`src/hw/rtl/remote_keyed_countdown_timer_unit_macros.svh`:
```
// ----------------------------------------------------------------------------
// rkct assertion macros
// shared concurrent check forms, clocked on clk_i, quiet during reset
// ----------------------------------------------------------------------------
`ifndef REMOTE_KEYED_COUNTDOWN_TIMER_UNIT_MACROS_SVH
`define REMOTE_KEYED_COUNTDOWN_TIMER_UNIT_MACROS_SVH

// same-cycle implication
`define RKCT_ASSERT_NOW(lbl, ante, cons, msg) \
  lbl: assert property (@(posedge clk_i) disable iff (!rst_ni) (ante) |-> (cons)) \
    else $error(msg);

// next-cycle implication
`define RKCT_ASSERT_NEXT(lbl, ante, cons, msg) \
  lbl: assert property (@(posedge clk_i) disable iff (!rst_ni) (ante) |=> (cons)) \
    else $error(msg);

`endif

```
`src/hw/rtl/rkct_pkg.sv`:
```
// ----------------------------------------------------------------------------
// rkct_pkg
// shared types, register indexes and helpers of the countdown timer
// ----------------------------------------------------------------------------
package rkct_pkg;

  // operation codes
  typedef enum logic [1:0] {
    OP_MS_TICK = 2'd0,
    OP_CD_TICK = 2'd1,
    OP_CODE    = 2'd2
  } op_e;

  typedef enum logic [1:0] {
    ST_NONE     = 2'd0,
    ST_MATCH    = 2'd1,
    ST_MISMATCH = 2'd2,
    ST_DISCARD  = 2'd3
  } status_e;

  // configuration register indexes
  localparam logic [2:0] REG_STORED_CODE     = 3'd0;
  localparam logic [2:0] REG_COOLDOWN_RELOAD = 3'd1;
  localparam logic [2:0] REG_TICKS_PER_SEC   = 3'd2;
  localparam logic [2:0] REG_SHORT_PRESET    = 3'd3;
  localparam logic [2:0] REG_LONG_PRESET     = 3'd4;

  // key field of a remote code
  localparam logic [1:0] KEY_SHORT = 2'd1;
  localparam logic [1:0] KEY_LONG  = 2'd2;
  localparam logic [1:0] KEY_PAUSE = 2'd3;
  localparam logic [31:0] ID_MASK  = 32'hFFFC_FFFF;

  localparam logic [6:0] MAX_SECONDS = 7'd99;

  // reset values
  localparam logic [31:0] RST_STORED_CODE     = 32'd0;
  localparam logic [15:0] RST_COOLDOWN_RELOAD = 16'd3000;
  localparam logic [9:0]  RST_TICKS_PER_SEC   = 10'd1000;
  localparam logic [6:0]  RST_SHORT_PRESET    = 7'd14;
  localparam logic [6:0]  RST_LONG_PRESET     = 7'd24;

  typedef struct packed {
    logic [31:0] stored_code;
    logic [15:0] cooldown_reload;
    logic [9:0]  ticks_per_second;
    logic [6:0]  short_preset;
    logic [6:0]  long_preset;
  } cfg_t;

  typedef struct packed {
    logic [6:0] remaining_seconds;
    logic       display_strobe;
    logic       running;
    status_e    code_status;
  } result_t;

  // tens of a value below 128: multiply by 205/2048
  function automatic logic [3:0] bcd_tens(input logic [6:0] v);
    logic [14:0] p;
    p = 15'(v) * 15'd205;
    return p[14:11];
  endfunction

  function automatic logic [3:0] bcd_units(input logic [6:0] v);
    logic [6:0] t10;
    logic [6:0] r;
    t10 = 7'(bcd_tens(v)) * 7'd10;
    r   = v - t10;
    return r[3:0];
  endfunction

endpackage

```
`src/hw/rtl/rkct_in_if.sv`:
```
// ----------------------------------------------------------------------------
// rkct_in_if
// input word channel: operation and received remote code
// ----------------------------------------------------------------------------
interface rkct_in_if;
  logic        valid;
  logic        ready;
  logic [1:0]  operation;
  logic [31:0] rf_code;

  modport source (output valid, output operation, output rf_code, input ready);
  modport sink   (input valid, input operation, input rf_code, output ready);
endinterface

```
`src/hw/rtl/rkct_out_if.sv`:
```
// ----------------------------------------------------------------------------
// rkct_out_if
// result word channel: remaining seconds, digits and status
// ----------------------------------------------------------------------------
interface rkct_out_if;
  logic       valid;
  logic       ready;
  logic [6:0] remaining_seconds;
  logic [3:0] tens_digit;
  logic [3:0] units_digit;
  logic       display_strobe;
  logic       running;
  logic [1:0] code_status;

  modport source (output valid, output remaining_seconds, output tens_digit,
                  output units_digit, output display_strobe, output running,
                  output code_status, input ready);
  modport sink   (input valid, input remaining_seconds, input tens_digit,
                  input units_digit, input display_strobe, input running,
                  input code_status, output ready);
endinterface

```
`src/hw/rtl/rkct_cfg_if.sv`:
```
// ----------------------------------------------------------------------------
// rkct_cfg_if
// configuration write channel: register index and data
// ----------------------------------------------------------------------------
interface rkct_cfg_if;
  logic        valid;
  logic        ready;
  logic [2:0]  index;
  logic [31:0] data;

  modport source (output valid, output index, output data, input ready);
  modport sink   (input valid, input index, input data, output ready);
endinterface

```
`src/hw/rtl/rkct_cfg_regs.sv`:
```
// ----------------------------------------------------------------------------
// rkct_cfg_regs
// configuration register file, written one word per handshake
// ----------------------------------------------------------------------------
module rkct_cfg_regs (
  input  logic          clk_i,
  input  logic          rst_ni,
  rkct_cfg_if.sink      cfg_i,
  output rkct_pkg::cfg_t cfg_o
);
  import rkct_pkg::*;

  cfg_t cfg_q;
  cfg_t cfg_d;
  logic wr;

  assign cfg_i.ready = 1'b1;
  assign wr          = cfg_i.valid && cfg_i.ready;

  always_comb begin
    cfg_d = cfg_q;
    if (wr) begin
      case (cfg_i.index)
        REG_STORED_CODE:     cfg_d.stored_code      = cfg_i.data;
        REG_COOLDOWN_RELOAD: cfg_d.cooldown_reload  = cfg_i.data[15:0];
        REG_TICKS_PER_SEC:   cfg_d.ticks_per_second = cfg_i.data[9:0];
        REG_SHORT_PRESET:    cfg_d.short_preset     = cfg_i.data[6:0];
        REG_LONG_PRESET:     cfg_d.long_preset      = cfg_i.data[6:0];
        default:             cfg_d = cfg_q;
      endcase
    end
  end

  always_ff @(posedge clk_i or negedge rst_ni) begin
    if (!rst_ni) begin
      cfg_q.stored_code      <= RST_STORED_CODE;
      cfg_q.cooldown_reload  <= RST_COOLDOWN_RELOAD;
      cfg_q.ticks_per_second <= RST_TICKS_PER_SEC;
      cfg_q.short_preset     <= RST_SHORT_PRESET;
      cfg_q.long_preset      <= RST_LONG_PRESET;
    end else begin
      cfg_q <= cfg_d;
    end
  end

  assign cfg_o = cfg_q;
endmodule

```
`src/hw/rtl/rkct_core.sv`:
```
// ----------------------------------------------------------------------------
// rkct_core
// timer state and its combinational update for one word
// ----------------------------------------------------------------------------
module rkct_core (
  input  logic             clk_i,
  input  logic             rst_ni,
  input  rkct_pkg::cfg_t   cfg_i,
  input  logic             step_i,
  input  logic [1:0]       operation_i,
  input  logic [31:0]      rf_code_i,
  output rkct_pkg::result_t result_o
);
  import rkct_pkg::*;

  logic [6:0]  seconds_q, seconds_d;
  logic [9:0]  sub_q, sub_d;
  logic        run_q, run_d;
  logic        started_q, started_d;
  logic [15:0] cooldown_q, cooldown_d;

  logic [9:0]  sub_inc;
  logic [6:0]  sec_dec;
  logic [6:0]  preset_sel;
  logic [6:0]  preset_sat;
  logic [1:0]  key;
  logic        id_match;
  logic        strobe;
  status_e     status;

  assign sub_inc    = sub_q + 10'd1;
  assign sec_dec    = (seconds_q != 7'd0) ? seconds_q - 7'd1 : seconds_q;
  assign key        = rf_code_i[17:16];
  assign id_match   = (rf_code_i & ID_MASK) == (cfg_i.stored_code & ID_MASK);
  assign preset_sel = (key == KEY_LONG) ? cfg_i.long_preset : cfg_i.short_preset;
  assign preset_sat = (preset_sel > MAX_SECONDS) ? MAX_SECONDS : preset_sel;

  always_comb begin
    seconds_d  = seconds_q;
    sub_d      = sub_q;
    run_d      = run_q;
    started_d  = started_q;
    cooldown_d = cooldown_q;
    strobe     = 1'b0;
    status     = ST_NONE;
    case (op_e'(operation_i))
      OP_MS_TICK: begin
        if (run_q) begin
          if (sub_inc >= cfg_i.ticks_per_second) begin
            sub_d     = 10'd0;
            seconds_d = sec_dec;
            strobe    = (seconds_q != 7'd0);
            // second boundary that lands on zero stops the count
            if (sec_dec == 7'd0) begin
              run_d     = 1'b0;
              started_d = 1'b0;
            end
          end else begin
            sub_d = sub_inc;
          end
        end
      end
      OP_CD_TICK: begin
        if (cooldown_q != 16'd0) cooldown_d = cooldown_q - 16'd1;
      end
      OP_CODE: begin
        if (cooldown_q != 16'd0) begin
          status = ST_DISCARD;
        end else begin
          cooldown_d = cfg_i.cooldown_reload;
          if (id_match) begin
            status = ST_MATCH;
            if (key == KEY_SHORT || key == KEY_LONG) begin
              seconds_d = preset_sat;
              sub_d     = 10'd0;
              started_d = 1'b1;
              run_d     = 1'b1;
              strobe    = 1'b1;
            end else if (key == KEY_PAUSE && started_q) begin
              run_d = !run_q;
            end
          end else begin
            status = ST_MISMATCH;
          end
        end
      end
      default: begin
        status = ST_NONE;
      end
    endcase
  end

  always_ff @(posedge clk_i or negedge rst_ni) begin
    if (!rst_ni) begin
      seconds_q  <= 7'd0;
      sub_q      <= 10'd0;
      run_q      <= 1'b0;
      started_q  <= 1'b0;
      cooldown_q <= 16'd0;
    end else if (step_i) begin
      seconds_q  <= seconds_d;
      sub_q      <= sub_d;
      run_q      <= run_d;
      started_q  <= started_d;
      cooldown_q <= cooldown_d;
    end
  end

  assign result_o.remaining_seconds = seconds_d;
  assign result_o.display_strobe    = strobe;
  assign result_o.running           = run_d;
  assign result_o.code_status       = status;
endmodule

```
`src/hw/rtl/remote_keyed_countdown_timer_unit.sv`:
```
// ----------------------------------------------------------------------------
// remote_keyed_countdown_timer_unit: remote-keyed seconds countdown timer
// path: input handshake to result valid passes the input reg, then the result reg
// throughput: one word per cycle while the sink keeps ready; the state update is combinational
// reset: async active low; state, flags and valids clear, registers take defaults
// ----------------------------------------------------------------------------
module remote_keyed_countdown_timer_unit (
  input  logic      clk_i,
  input  logic      rst_ni,
  rkct_cfg_if.sink  cfg_i,
  rkct_in_if.sink   in_i,
  rkct_out_if.source out_o
);
  import rkct_pkg::*;
  `include "remote_keyed_countdown_timer_unit_macros.svh"

  cfg_t    cfg;
  result_t res_d;
  result_t res_q;

  // input register stage
  logic        s1_valid_q, s1_valid_d;
  logic [1:0]  s1_op_q;
  logic [31:0] s1_code_q;
  logic        in_acc;
  logic        s1_adv;

  // result register stage
  logic out_valid_q, out_valid_d;

  // stage 1 moves on whenever the result register is empty or being drained
  assign s1_adv     = s1_valid_q && (!out_valid_q || out_o.ready);
  assign in_i.ready = !s1_valid_q || s1_adv;
  assign in_acc     = in_i.valid && in_i.ready;

  always_comb begin
    s1_valid_d = s1_valid_q;
    if (in_acc) begin
      s1_valid_d = 1'b1;
    end else if (s1_adv) begin
      s1_valid_d = 1'b0;
    end
    out_valid_d = out_valid_q;
    if (s1_adv) begin
      out_valid_d = 1'b1;
    end else if (out_o.ready) begin
      out_valid_d = 1'b0;
    end
  end

  always_ff @(posedge clk_i or negedge rst_ni) begin
    if (!rst_ni) begin
      s1_valid_q  <= 1'b0;
      out_valid_q <= 1'b0;
    end else begin
      s1_valid_q  <= s1_valid_d;
      out_valid_q <= out_valid_d;
    end
  end

  // payload registers, no reset needed
  always_ff @(posedge clk_i) begin
    if (in_acc) begin
      s1_op_q   <= in_i.operation;
      s1_code_q <= in_i.rf_code;
    end
    if (s1_adv) begin
      res_q <= res_d;
    end
  end

  rkct_cfg_regs u_cfg_regs (
    .clk_i  (clk_i),
    .rst_ni (rst_ni),
    .cfg_i  (cfg_i),
    .cfg_o  (cfg)
  );

  // timer state commits exactly when the word enters the result register
  rkct_core u_core (
    .clk_i       (clk_i),
    .rst_ni      (rst_ni),
    .cfg_i       (cfg),
    .step_i      (s1_adv),
    .operation_i (s1_op_q),
    .rf_code_i   (s1_code_q),
    .result_o    (res_d)
  );

  // digits come straight off the result register
  assign out_o.valid             = out_valid_q;
  assign out_o.remaining_seconds = res_q.remaining_seconds;
  assign out_o.tens_digit        = bcd_tens(res_q.remaining_seconds);
  assign out_o.units_digit       = bcd_units(res_q.remaining_seconds);
  assign out_o.display_strobe    = res_q.display_strobe;
  assign out_o.running           = res_q.running;
  assign out_o.code_status       = res_q.code_status;

  // stall only when both stages hold words and the sink holds off
  `RKCT_ASSERT_NOW(a_ready_stall, !in_i.ready, s1_valid_q && out_valid_q && !out_o.ready, "input stalled without a full pipe")
  // a word in stage 1 that cannot move must still be there next cycle
  `RKCT_ASSERT_NEXT(a_s1_hold, s1_valid_q && !s1_adv, s1_valid_q, "stage 1 word lost")
  // a discarded code never touches the display
  `RKCT_ASSERT_NOW(a_discard_quiet, out_valid_q && res_q.code_status == ST_DISCARD, !res_q.display_strobe, "strobe on discarded code")
  // digits agree with the binary count
  `RKCT_ASSERT_NOW(a_bcd, out_valid_q, 7'(out_o.tens_digit) * 7'd10 + 7'(out_o.units_digit) == out_o.remaining_seconds, "bcd digits disagree")
endmodule
```
`src/flat_wrapper.sv`:
```
// flat-port wrapper written by rule: the top's interface ports become plain ports
module remote_keyed_countdown_timer_unit_flat import rkct_pkg::*;
  (clk_i, rst_ni, cfg_i_valid, cfg_i_index, cfg_i_data, cfg_i_ready, in_i_valid, in_i_operation, in_i_rf_code, in_i_ready, out_o_valid, out_o_remaining_seconds, out_o_tens_digit, out_o_units_digit, out_o_display_strobe, out_o_running, out_o_code_status, out_o_ready);
  rkct_cfg_if cfg_i_i ();
  rkct_in_if in_i_i ();
  rkct_out_if out_o_i ();
  input  logic clk_i;
  input  logic rst_ni;
  input wire logic [$bits(cfg_i_i.valid)-1:0] cfg_i_valid;
  input wire logic [$bits(cfg_i_i.index)-1:0] cfg_i_index;
  input wire logic [$bits(cfg_i_i.data)-1:0] cfg_i_data;
  output wire logic [$bits(cfg_i_i.ready)-1:0] cfg_i_ready;
  input wire logic [$bits(in_i_i.valid)-1:0] in_i_valid;
  input wire logic [$bits(in_i_i.operation)-1:0] in_i_operation;
  input wire logic [$bits(in_i_i.rf_code)-1:0] in_i_rf_code;
  output wire logic [$bits(in_i_i.ready)-1:0] in_i_ready;
  output wire logic [$bits(out_o_i.valid)-1:0] out_o_valid;
  output wire logic [$bits(out_o_i.remaining_seconds)-1:0] out_o_remaining_seconds;
  output wire logic [$bits(out_o_i.tens_digit)-1:0] out_o_tens_digit;
  output wire logic [$bits(out_o_i.units_digit)-1:0] out_o_units_digit;
  output wire logic [$bits(out_o_i.display_strobe)-1:0] out_o_display_strobe;
  output wire logic [$bits(out_o_i.running)-1:0] out_o_running;
  output wire logic [$bits(out_o_i.code_status)-1:0] out_o_code_status;
  input wire logic [$bits(out_o_i.ready)-1:0] out_o_ready;
  assign cfg_i_i.valid = cfg_i_valid;
  assign cfg_i_i.index = cfg_i_index;
  assign cfg_i_i.data = cfg_i_data;
  assign cfg_i_ready = cfg_i_i.ready;
  assign in_i_i.valid = in_i_valid;
  assign in_i_i.operation = in_i_operation;
  assign in_i_i.rf_code = in_i_rf_code;
  assign in_i_ready = in_i_i.ready;
  assign out_o_valid = out_o_i.valid;
  assign out_o_remaining_seconds = out_o_i.remaining_seconds;
  assign out_o_tens_digit = out_o_i.tens_digit;
  assign out_o_units_digit = out_o_i.units_digit;
  assign out_o_display_strobe = out_o_i.display_strobe;
  assign out_o_running = out_o_i.running;
  assign out_o_code_status = out_o_i.code_status;
  assign out_o_i.ready = out_o_ready;
  remote_keyed_countdown_timer_unit u_core (.clk_i(clk_i), .rst_ni(rst_ni), .cfg_i(cfg_i_i), .in_i(in_i_i), .out_o(out_o_i));
endmodule
```
`config.mk`:
```
export PLATFORM = sky130hd
export DESIGN_NAME = remote_keyed_countdown_timer_unit_flat
export DESIGN_NICKNAME = d
export VERILOG_FILES = /design/src/hw/rtl/rkct_pkg.sv /design/src/hw/rtl/rkct_in_if.sv /design/src/hw/rtl/rkct_out_if.sv /design/src/hw/rtl/rkct_cfg_if.sv /design/src/hw/rtl/rkct_cfg_regs.sv /design/src/hw/rtl/rkct_core.sv /design/src/hw/rtl/remote_keyed_countdown_timer_unit.sv /design/src/flat_wrapper.sv
export VERILOG_INCLUDE_DIRS = /design/src /design/src/hw/rtl
export SDC_FILE = /design/constraint.sdc
export NUM_CORES = 1
export LEC_CHECK = 0
export BUFFER_PORTS_ARGS = -buffer_cell sky130_fd_sc_hd__buf_2
export CELL_PAD_IN_SITES_DETAIL_PLACEMENT = 0
export CELL_PAD_IN_SITES_GLOBAL_PLACEMENT = 1
export CORE_UTILIZATION = 52
export CTS_BUF_LIST = sky130_fd_sc_hd__clkbuf_8
export CTS_CLUSTER_DIAMETER = 40
export DETAILED_ROUTE_END_ITERATION = 10
export HOLD_SLACK_MARGIN = 0.1
export PLACE_DENSITY = 0.9
export SYNTH_ARGS = -nofsm -noshare
export SYNTH_HDL_FRONTEND = slang
export SYNTH_SLANG_ARGS = --single-unit
```
`constraint.sdc`:
```
create_clock -name clk_i -period 10.3 [get_ports clk_i]
set_input_delay 2.06 -clock clk_i [delete_from_list [all_inputs] [get_ports clk_i]]
set_output_delay 2.06 -clock clk_i [all_outputs]
set_load 0.1 [all_outputs]
```
==> results of run 1 <==
[metal layers]
| layer | share of wire (%) | wire (um) | global-route usage [%] | up-vias |
|---|---|---|---|---|
| li1 | - | - | - | 2753 |
| met1 | 45 | 7610 | 29.6 | 2761 |
| met2 | 49 | 8270 | 37.7 | 155 |
| met3 | 4.5 | 757 | 4.22 | 17 |
| met4 | 1.2 | 200 | 7.42 | 0 |
| met5 | 0 | 0 | 0 | - |
[final cells by class]
cell class                 instances  area, um2
timing repair buffer              97        500
sequential                       152       4050
inverter                          46        173
fill                            1257       6090
tap                              188        235
clock inverter                    15        139
clock buffer                      17        234
multi-input combinational        494       3780
[cell families (layout without fill, tap and decap cells)]
kind of cell	Yosys count	count (layout)	share of synthesized area [%]
other	1	1	0.0462
AOI/OAI and AO/OA	134	134	10.2
DFF	152	152	50.0
buffers and inverters	71	175	3.49
adders and majority gates	59	59	9.94
xor gates and xnor gates	46	46	4.97
muxes	74	74	10.1
and+or+nand+nor	180	180	11.3
[state kept, by name, indices dropped and copies added (netlist names)]
register / count
u_core.out_o.code_status: 2
u_core.out_o.display_strobe: 1
u_core.out_o.remaining_seconds: 7
u_core.out_o.running: 1
u_core.out_o.valid: 1
u_core.s1_code_q: 32
u_core.s1_op_q: 2
u_core.s1_valid_q: 1
u_core.u_cfg_regs.cfg_o: 70
u_core.u_core.cooldown_q: 16
u_core.u_core.run_q: 1
u_core.u_core.seconds_q: 7
u_core.u_core.started_q: 1
u_core.u_core.sub_q: 10
[path summary, 6_finish.rpt]
path / start / to / slack, ps / cells after the start
max in group asynchronous: rst_ni / u_core.u_cfg_regs.cfg_o[39] / 7430 / 2
hold / removal: u_core.u_cfg_regs.cfg_o[12] / u_core.u_cfg_regs.cfg_o[12] / 500 / 1
setup reg to reg: u_core.u_core.sub_q[0] / u_core.u_core.seconds_q[2] / 6490 / 12
hold reg to reg: u_core.u_cfg_regs.cfg_o[12] / u_core.u_cfg_regs.cfg_o[12] / 500 / 1
setup / recovery: u_core.out_o.remaining_seconds[4] / out_o_units_digit[3] / 3030 / 17
min in group asynchronous: rst_ni / u_core.u_core.sub_q[1] / 1560 / 1
[worst reg2reg max path, stage by stage (launching register included)]
cell and delay [ps]:
dfrtp_1 440, ha_1 270, and3_1 230, and3_1 200, and3_1 180, xor2_1 160, ha_1 300, nand4_1 120
o311ai_1 640, o21ai_1 290, or4_1 560, o21a_1 200, o21ai_0 140
[placed cells by master (no fill, tap or decap), types with 9 or more instances in the layout]
master	instances
a21oi_1	31
inv_1	46
nand2b_1	10
nor3_1	18
dfstp_2	18
xor2_1	38
edfxtp_1	45
ha_1	50
fa_1	9
mux2_2	63
nor4_1	12
buf_2	91
nand2_1	38
nand3_1	11
o21ai_0	43
clkbuf_8	17
nor2_1	52
mux2i_1	11
dfrtp_1	89
[through the flow]
step | utilization [%] | setup slack [ps] | hold slack, ps | area [um2] | instances
6_report | 60.0 | 3030 | 505 | 9110 | 1009
3_5_place_dp | 57.5 | 3450 | 490 | 8740 | 977
5_1_grt | 60.0 | 2770 | 525 | 9110 | 1009
3_3_place_gp | 57.5 | 3560 | 473 | 8740 | 977
4_1_cts | 60.0 | 2940 | 508 | 9110 | 1009
2_1_floorplan | - | 591 | 457 | 8110 | 717
[power breakdown]
group | switching, mW | internal, mW
combinational | 0.499 | 0.215
clock | 0.238 | 0.196
sequential | 0.0828 | 0.738
==> results.md, run 1 <==
- ANT nets after route: 0
- Cell area power density: 216 nW/um2
- Measured slew at the worst slew-check pin: 1060 ps
- Starting Density: 53.3%
- Top cell type's share of synthesized area: 27.5%
- Drt first pass iters: 5
- Net Count, Synth: 850
- CTS tree: built
- P_leak: 4.10 nW
- Layout Skew: 14.9 ps
- Synth unique cells: 60
- Crit end category: output pin
- DR WL/cell: 16.7 um
- ANT cells: 0
- Max-cap violation count: 0
- Synth Flop Type: dfrtp_1
- Worst-path clk slew: 80 ps
- CP Cell Sequence: ha_1 > ha_1 > fa_1 > inv_1 > fa_1 > inv_1 > ha_1 > a31oi_1 > or2_2 > and2_1 > xnor2_1 > ha_1 > fa_1 > xor2_1 > xnor2_1 > xnor2_1 > buf_2
- RSZ-0062 raised after global routing: no
- Hold crit path type: reg -> reg
- Crit path time final: 7270 ps
- Total Power: 1.97 mW
- Core ar.: 15200 um2
- PortBufs: 92
- Worst path arrival time: 5210 ps
- Post-CTS setup buffers: 0
- Antenna violations before repair: 0
- H-tree depth: 4
- Pin count of the biggest net entering global routing: 73
- Die span in x: 127 um
- Number of synthesized flops with an enable pin: 45
- Post-DP HPWL: 12.3 mm
- Clock root buffer master: clkbuf_8
- Io pins: 96
- Top area cells in the synthesized netlist: dfrtp_1, edfxtp_1, mux2_2
- Peak VDD IR: 0.469 mV
- Mapped Avg Cell Area: 11.3 um2
- CP Launch Type: flip-flop
- CP bufs+invs: 3
- Post-synth ARST share: 70.4%
- Most common cell in the synthesized netlist: dfrtp_1
- Setup violators final: 0
- Setup TNS Final: 0 ps
- Critical path required time: 8240 ps
- Cell row count: 45
- Relative slew slack: 28.5%
- Hold_buf cts: 0
- Area Growth Syn to Fin: 12.4%
- Max Root-Sink Buffers: 2
- First DRT Iteration DRCs: 304
- Via-to-Cell Ratio: 5.64
- Kind of critical path: reg -> out
- Post-synthesis cell area: 8110 um2
- Clock latency on the worst-skew pair: 460 ps
- Die area: 16100 um2
- Global route total overflow: 0
- Crit path top cell by count: ha_1
- Post-route clock period utilization: 70.6%
- # resized after CTS: 0
- Status: completed
- Max incr delay on CP: 510 ps
- Final hold viol count: 0
- Commonest cells in the netlist: dfrtp_1, mux2_2, nor2_1
- Synthesized flop and latch total: 152
- Ys Warns: 0
- Cell count after synthesis: 717
- Seq/Total Area, Yosys: 50.0%
- Yosys top cell by area: dfrtp_1
- First-pass GRT wire length: 28.1 mm
- Die Height: 127 um
- Slew Viols, Final: 0
- Final GP Congestion: 0.860
- Num CTS Buffers: 17
- Num Clock Sinks: 152
- DRC viols: 0
- Layout cells sized above 1: 26.6%
- CP Max Fanout: 5
- Layout Nets: 941
- CP top delay family: adder cells
- Slowest-stage cell, CP: fa_1
- Total wire length: 16.8 mm
- Gr usage total: 22.5%
- Fmax: 138 MHz
- Via count: 5686
- Vias in the first global route: 5746
(Power assumes the default switching activity.)
==> inputs of run 2 (changes only) <==
--- a/config.mk
+++ b/config.mk
@@ -9,12 +9,12 @@
 export BUFFER_PORTS_ARGS = -buffer_cell sky130_fd_sc_hd__buf_2
 export CELL_PAD_IN_SITES_DETAIL_PLACEMENT = 0
 export CELL_PAD_IN_SITES_GLOBAL_PLACEMENT = 1
-export CORE_UTILIZATION = 52
+export CORE_UTILIZATION = 44
 export CTS_BUF_LIST = sky130_fd_sc_hd__clkbuf_8
 export CTS_CLUSTER_DIAMETER = 40
 export DETAILED_ROUTE_END_ITERATION = 10
 export HOLD_SLACK_MARGIN = 0.1
-export PLACE_DENSITY = 0.9
+export PLACE_DENSITY = 0.81
 export SYNTH_ARGS = -nofsm -noshare
 export SYNTH_HDL_FRONTEND = slang
 export SYNTH_SLANG_ARGS = --single-unit
==> constraint.sdc (replaced) <==
create_clock -name clk_i -period 6.56 [get_ports clk_i]
set_input_delay 1.312 -clock clk_i [delete_from_list [all_inputs] [get_ports clk_i]]
set_output_delay 1.312 -clock clk_i [all_outputs]
set_load 0.1 [all_outputs]
==> run 2 against run 1 <==
  * Sequential power increased by 57%
  * Non-clock buffer count decreased by 1
  * Critical endpoint unchanged
  * Power increased by 59%
  * Final area increased by 1.2%
  * Global-route usage decreased by 3.5 points
  * Flip-flop and latch count unchanged
  * Via count decreased by 2.4%
  * Clock skew decreased by 0.94 ps
==> results.md, run 2 (synthesized netlist as in run 1, its figures left out) <==
- ANT cells: 0 (unchanged)
- Crit path time final: 6300 ps
- PortBufs: 92 (unchanged)
- Most frequent cells in the layout: buf_2, dfrtp_1, mux2_2 (unchanged)
- Register area: 4050 um2 (unchanged)
- Pin count of the biggest net entering global routing: 63 (was 73)
- Worst-path clk slew: 80 ps (about the same)
- Die span in x: 138 um (was 127 um)
- Layout cells sized above 1: 27.7% (was 26.6%)
- Slowest-stage cell, CP: fa_1 (unchanged)
- Critical path required time: 5250 ps (was 8240 ps)
- Core ar.: 18000 um2 (was 15200 um2)
- RSZ-0062 raised after global routing: no (unchanged)
- CP Launch Type: flip-flop (unchanged)
- Die area: 19000 um2 (was 16100 um2)
- Post-route clock period utilization: 96.1%
- Setup TNS Final: 0 ps (unchanged)
- Kind of critical path: reg -> out (unchanged)
- Crit end category: output pin (unchanged)
- Relative slew slack: 15.5% (was 28.5%)
- Final hold viol count: 0 (unchanged)
- CP Cell Sequence: ha_1 > fa_1 > ha_1 > inv_1 > fa_1 > inv_1 > ha_1 > a21o_1 > a21o_1 > a21oi_1 > and2_4 > xnor2_4 > ha_2 > fa_2 > xor2_1 > xnor2_1 > xnor2_1 > buf_4 (was ha_1 > ha_1 > fa_1 > inv_1 > fa_1 > inv_1 > ha_1 > a31oi_1 > or2_2 > and2_1 > xnor2_1 > ha_1 > fa_1 > xor2_1 > xnor2_1 > xnor2_1 > buf_2)
- Antenna violations before repair: 0 (unchanged)
- Layout Cells excl Fill: 1049 (was 1009)
- Clock latency on the worst-skew pair: 460 ps (about the same)
- Worst path arrival time: 4990 ps (was 5210 ps)
- First DRT Iteration DRCs: 339 (was 304)
- CTS tree: built (unchanged)
- ANT nets after route: 0 (unchanged)
- Status: completed (unchanged)
- Num CTS Buffers: 17 (unchanged)
- Io pins: 96 (unchanged)
- Clock root buffer master: clkbuf_8 (unchanged)
- Dpl ws: 597 ps (was 3450 ps)
- Util after Layout: 51.2% (was 60.0%)
- Final GP Congestion: 0.797 (was 0.860)
- Measured slew at the worst slew-check pin: 1260 ps (was 1060 ps)
- First-pass GRT wire length: 27.2 mm (was 28.1 mm)
- Placed Cells incl. Taps: 1017 (was 977)
- Max incr delay on CP: 500 ps (was 510 ps)
- Vias in the first global route: 5310 (was 5746)
- Starting Density: 45.0% (was 53.3%)
- Gr usage total: 19.0% (was 22.5%)
- Total Power: 3.13 mW (was 1.97 mW)
- Global route total overflow: 0 (unchanged)
- Multi-input gate area: 3840 um2 (was 3780 um2)
- Area Growth Syn to Fin: 13.7% (was 12.4%)
- Total wire length: 16.4 mm (was 16.8 mm)
- Slew Viols, Final: 0 (unchanged)
- Setup violators final: 0 (unchanged)
- DRC viols: 0 (unchanged)
- Max-cap violation count: 0 (unchanged)
- Layout Nets: 940 (was 941)
- Commonest non-fill, non-tap cell in the layout: buf_2 (unchanged)
- Cell row count: 49 (was 45)
- Via count: 5552 (was 5686)
- Via-to-Cell Ratio: 5.29 (was 5.64)
- Largest register FFs: 70 (unchanged)
- P_leak: 4.12 nW (was 4.10 nW)
- Layout Skew: 14.0 ps (was 14.9 ps)
- Crit path top cell by count: ha_1 (unchanged)
- Cell area power density: 340 nW/um2 (was 216 nW/um2)
- H-tree depth: 4 (unchanged)
- Number of fill cells: 1691 (was 1257)
- Drt first pass iters: 4 (was 5)
- CP Max Fanout: 5 (unchanged)
- Max Root-Sink Buffers: 2 (unchanged)
- Die Height: 138 um (was 127 um)
- Hold crit path type: reg -> reg (unchanged)
- Peak VDD IR: 1.28 mV (was 0.469 mV)
- Post-CTS setup buffers: 0 (unchanged)
- Num Clock Sinks: 152 (unchanged)
- Fmax: 159 MHz
- Final Worst Setup Slack: 258 ps (was 3030 ps)
- Post-DP HPWL: 11.9 mm (was 12.3 mm)
- DR WL/cell: 15.7 um (was 16.7 um)
## run 2: worst paths after layout
check / from / end / slack, ps / depth (start not counted)
max: u_core.out_o.remaining_seconds[4] / out_o_units_digit[3] / 260 / 18
min: u_core.s1_valid_q / u_core.out_o.valid / 490 / 1
max reg2reg: u_core.u_core.sub_q[0] / u_core.out_o.running / 2840 / 12
min reg2reg: u_core.s1_valid_q / u_core.out_o.valid / 490 / 1
max in group asynchronous: rst_ni / u_core.u_core.sub_q[8] / 4470 / 2
min in group asynchronous: rst_ni / u_core.u_core.cooldown_q[13] / 950 / 1
## run 2: power breakdown
group	internal (mW)	switching (mW)
Clock	0.308	0.374
Sequential	1.16	0.127
Combinational	0.376	0.791
## run 2: per-layer routing
layer  vias up  track usage (%)  share of wire (%)
met1      2688             27.1                 50
li1       2748                -                  -
met2        93             28.6                 45
met3        23             3.72                3.0
met4         0             6.94                1.8
met5         -                0                  0
## run 2: layout make-up
class | count | share of cell area, %
Clock inverter | 15 | 1.52
Inverter | 46 | 1.91
Tap cell | 229 | 3.11
Sequential cell | 152 | 43.9
Timing Repair Buffer | 96 | 5.37
Clock buffer | 17 | 2.54
Multi-Input combinational cell | 494 | 41.6
## run 2: stage by stage
step                hold WS [ps]  area [um2]
finish                       488        9220
detailed placement           487        8850
global route                 520        9220
floorplan                    457        8170
CTS                          492        9220
global placement             473        8850
## run 2: critical path, delay by kind of cell, from the launching register on
kind	cells	cell delay, ps
AND/OR/NAND/NOR	1	190
buffers and inverters	3	400
XOR/XNOR	4	560
AO/OA/AOI/OAI	3	480
flip-flops	1	490
adder cells (fa/ha/maj)	7	2410
## run 2: timing repair
action,in CTS,in global routing
resized for setup,0,2
setup endpoints to repair,0,1
hold buffers,0,0
==> inputs of run 3 (changes only) <==
--- a/config.mk
+++ b/config.mk
@@ -9,12 +9,12 @@
 export BUFFER_PORTS_ARGS = -buffer_cell sky130_fd_sc_hd__buf_2
 export CELL_PAD_IN_SITES_DETAIL_PLACEMENT = 0
 export CELL_PAD_IN_SITES_GLOBAL_PLACEMENT = 1
-export CORE_UTILIZATION = 44
+export CORE_UTILIZATION = 48
 export CTS_BUF_LIST = sky130_fd_sc_hd__clkbuf_8
 export CTS_CLUSTER_DIAMETER = 40
 export DETAILED_ROUTE_END_ITERATION = 10
 export HOLD_SLACK_MARGIN = 0.1
-export PLACE_DENSITY = 0.81
+export PLACE_DENSITY = 0.84
 export SYNTH_ARGS = -nofsm -noshare
 export SYNTH_HDL_FRONTEND = slang
 export SYNTH_SLANG_ARGS = --single-unit
==> constraint.sdc (replaced) <==
create_clock -name clk_i -period 6.2 [get_ports clk_i]
set_input_delay 1.24 -clock clk_i [delete_from_list [all_inputs] [get_ports clk_i]]
set_output_delay 1.24 -clock clk_i [all_outputs]
set_load 0.1 [all_outputs]
==> run 3 against run 2 <==
  * Register-to-register slack worse by 360 ps
  * Non-clock buffer count rose by 13
  * Final cell count grew 0.38%
  * Utilization up 5.9 points
  * Power up 9.5%
  * Combinational power up 14%
  * Setup slack got worse by 80 ps
  * Via count up 3.6%
  * Sequential power is 5% higher
  * Die area shrank 8.2%
  * Critical path depth is 1 lower
  * Clock power rose by 9.1%
  * Largest power group unchanged
==> results.md, run 3 (synthesized netlist as in run 1, its figures left out) <==
- Sw frac: 40.6% (was 41.2%)
- Kind of critical path: reg -> out (unchanged)
- DR WL/cell: 16.4 um (was 15.7 um)
- Number of fill cells: 1372 (was 1691)
- Max incr delay on CP: 500 ps (about the same)
- Cell area power density: 364 nW/um2 (was 340 nW/um2)
- CTS tree: built (unchanged)
- Hold crit path type: reg -> reg (unchanged)
- DRC viols: 0 (unchanged)
- Clock root buffer master: clkbuf_8 (unchanged)
- Switching pwr: 1.39 mW (was 1.29 mW)
- Max Root-Sink Buffers: 2 (unchanged)
- Antenna violations before repair: 1 (was 0)
- Largest register FFs: 70 (unchanged)
- Clock share of power: 21.7% (was 21.8%)
- Clock latency on the worst-skew pair: 470 ps (was 460 ps)
- First-pass GRT wire length: 28.5 mm (was 27.2 mm)
- Hold_buf cts: 0 (unchanged)
- CP Launch Type: flip-flop (unchanged)
- First DRT Iteration DRCs: 200 (was 339)
- Dpl ws: 293 ps (was 597 ps)
- Total Power: 3.43 mW (was 3.13 mW)
- P_int: 2.04 mW (was 1.84 mW)
- Area Growth Syn to Fin: 16.4% (was 13.7%)
- Seq pwr share: 39.6% (was 41.0%)
- Gr usage total: 20.9% (was 19.0%)
- Starting Density: 49.1% (was 45.0%)
- Die span in x: 132 um (was 138 um)
- Placed Cells incl. Taps: 1011 (was 1017)
- Die area: 17400 um2 (was 19000 um2)
- Die Height: 132 um (was 138 um)
- Peak VDD IR: 0.867 mV (was 1.28 mV)
- Commonest non-fill, non-tap cell in the layout: buf_2 (unchanged)
- Measured slew at the worst slew-check pin: 1170 ps (was 1260 ps)
- Crit path time final: 6020 ps
- ANT cells: 0 (unchanged)
- ANT nets after route: 0 (unchanged)
- Post-DP HPWL: 12.8 mm (was 11.9 mm)
- Cell row count: 47 (was 49)
- Global route total overflow: 0 (unchanged)
- Core ar.: 16500 um2 (was 18000 um2)
- Most frequent cells in the layout: buf_2, dfrtp_1, mux2_2 (unchanged)
- Worst-path clk slew: 80 ps (about the same)
- Max-cap violation count: 0 (unchanged)
- Layout cells sized above 1: 29.9% (was 27.7%)
- CP Max Fanout: 4 (was 5)
- Crit path top cell by count: ha_4 (was ha_1)
- Slowest-stage cell, CP: edfxtp_1 (was fa_1)
- Final GP Congestion: 0.874 (was 0.797)
- Via-to-Cell Ratio: 5.46 (was 5.29)
- Layout Nets: 953 (was 940)
- Critical path required time: 4960 ps (was 5250 ps)
- Via count: 5753 (was 5552)
- PortBufs: 92 (unchanged)
- Worst path arrival time: 4780 ps (was 4990 ps)
- H-tree depth: 4 (unchanged)
- Num Clock Sinks: 152 (unchanged)
- Relative slew slack: 21.4% (was 15.5%)
- Io pins: 96 (unchanged)
- Num CTS Buffers: 17 (unchanged)
- Setup violators final: 0 (unchanged)
- CP Cell Sequence: ha_4 > ha_4 > fa_1 > inv_1 > fa_1 > inv_1 > ha_1 > a31oi_2 > or2_4 > and2_4 > xnor2_4 > ha_4 > fa_2 > xor2_1 > xnor2_1 > xnor2_1 > buf_6 (was ha_1 > fa_1 > ha_1 > inv_1 > fa_1 > inv_1 > ha_1 > a21o_1 > a21o_1 > a21oi_1 > and2_4 > xnor2_4 > ha_2 > fa_2 > xor2_1 > xnor2_1 > xnor2_1 > buf_4)
- Final hold viol count: 0 (unchanged)
- Status: completed (unchanged)
- Slew Viols, Final: 0 (unchanged)
- Layout Skew: 14.0 ps (about the same)
- Post-route clock period utilization: 97.1%
- Layout Cells excl Fill: 1053 (was 1049)
- Fmax: 166 MHz
- Final Worst Setup Slack: 178 ps (was 258 ps)
- Setup TNS Final: 0 ps (unchanged)
- Vias in the first global route: 5830 (was 5310)
- Pin count of the biggest net entering global routing: 57 (was 63)
- Total wire length: 17.2 mm (was 16.4 mm)
- Drt first pass iters: 4 (unchanged)
- Util after Layout: 57.1% (was 51.2%)
- Comb power frac: 38.7% (was 37.2%)
- Crit end category: output pin (unchanged)
- P_leak: 4.18 nW (was 4.12 nW)
## run 3: cell types whose count changed in the layout (fill, tap and decap cells not counted), sizes merged
| cell | before | now |
|---|---|---|
| buf | 96 | 109 |
| bufinv | 1 | 2 |
| clkinv | 5 | 2 |
| clkinvlp | 2 | 6 |
| inv | 53 | 51 |
## run 3: timing repair
item	4_1_cts	5_1_grt
gates resized for setup	4	9
cloned	0	0
buffers inserted	7	3
pin swaps	0	14
setup endpoints to repair	1	1
## run 3: layer usage
metal / routed length [um] / vias up / track usage [%]
met5: 12 / - / 0
met4: 297 / 2 / 8.53
met3: 811 / 26 / 4.81
met2: 8410 / 143 / 34.5
met1: 7700 / 2809 / 26.6
li1: - / 2773 / -
## run 3: cell type report
type,count,area (um2),share of cell area [%]
repair buffers,109,597,6.32
inverters,46,180,1.91
clock buffers,17,234,2.48
clock inverters,15,151,1.60
well taps,220,275,2.92
multi-input cells,494,3950,41.8
flip-flops and latches,152,4050,42.9
## run 3: metrics by stage
| stage | hold WS (ps) | instance area, um2 |
|---|---|---|
| after floorplan | 457 | 8170 |
| after global placement | 473 | 8860 |
| after detailed placement | 491 | 8860 |
| after CTS | 507 | 9330 |
| after global routing | 513 | 9440 |
| final | 503 | 9440 |
## run 3: path summary, 6_finish.rpt
kind / from / endpoint / slack (ps) / cells after the start
max: u_core.out_o.remaining_seconds[4] / out_o_units_digit[3] / 180 / 17
min: u_core.u_cfg_regs.cfg_o[12] / u_core.u_cfg_regs.cfg_o[12] / 500 / 1
max reg2reg: u_core.u_core.sub_q[0] / u_core.out_o.running / 2480 / 12
min reg2reg: u_core.u_cfg_regs.cfg_o[12] / u_core.u_cfg_regs.cfg_o[12] / 500 / 1
max in group asynchronous: rst_ni / u_core.u_cfg_regs.cfg_o[12] / 4210 / 2
min in group asynchronous: rst_ni / u_core.u_core.cooldown_q[13] / 830 / 1
## run 3: power by group through the flow
| stage | Combinational, mW | Sequential, mW | Clock (mW) |
|---|---|---|---|
| 5_1_grt | 1.44 | 1.38 | 0.799 |
| 6_report | 1.33 | 1.36 | 0.744 |
| 2_1_floorplan | 1.00 | 1.38 | 0 |
| 3_3_place_gp | 1.23 | 1.37 | 0 |
| 3_5_place_dp | 1.26 | 1.38 | 0 |
| 4_1_cts | 1.30 | 1.36 | 0.759 |
## run 3: critical path, delay by kind of cell (launching register included)
kind	cells	cell delay (ps)
buf+inv	3	340
xor+xnor	4	610
simple gates	2	440
flops	1	500
fa+ha+maj	7	2310
compound gates	1	100
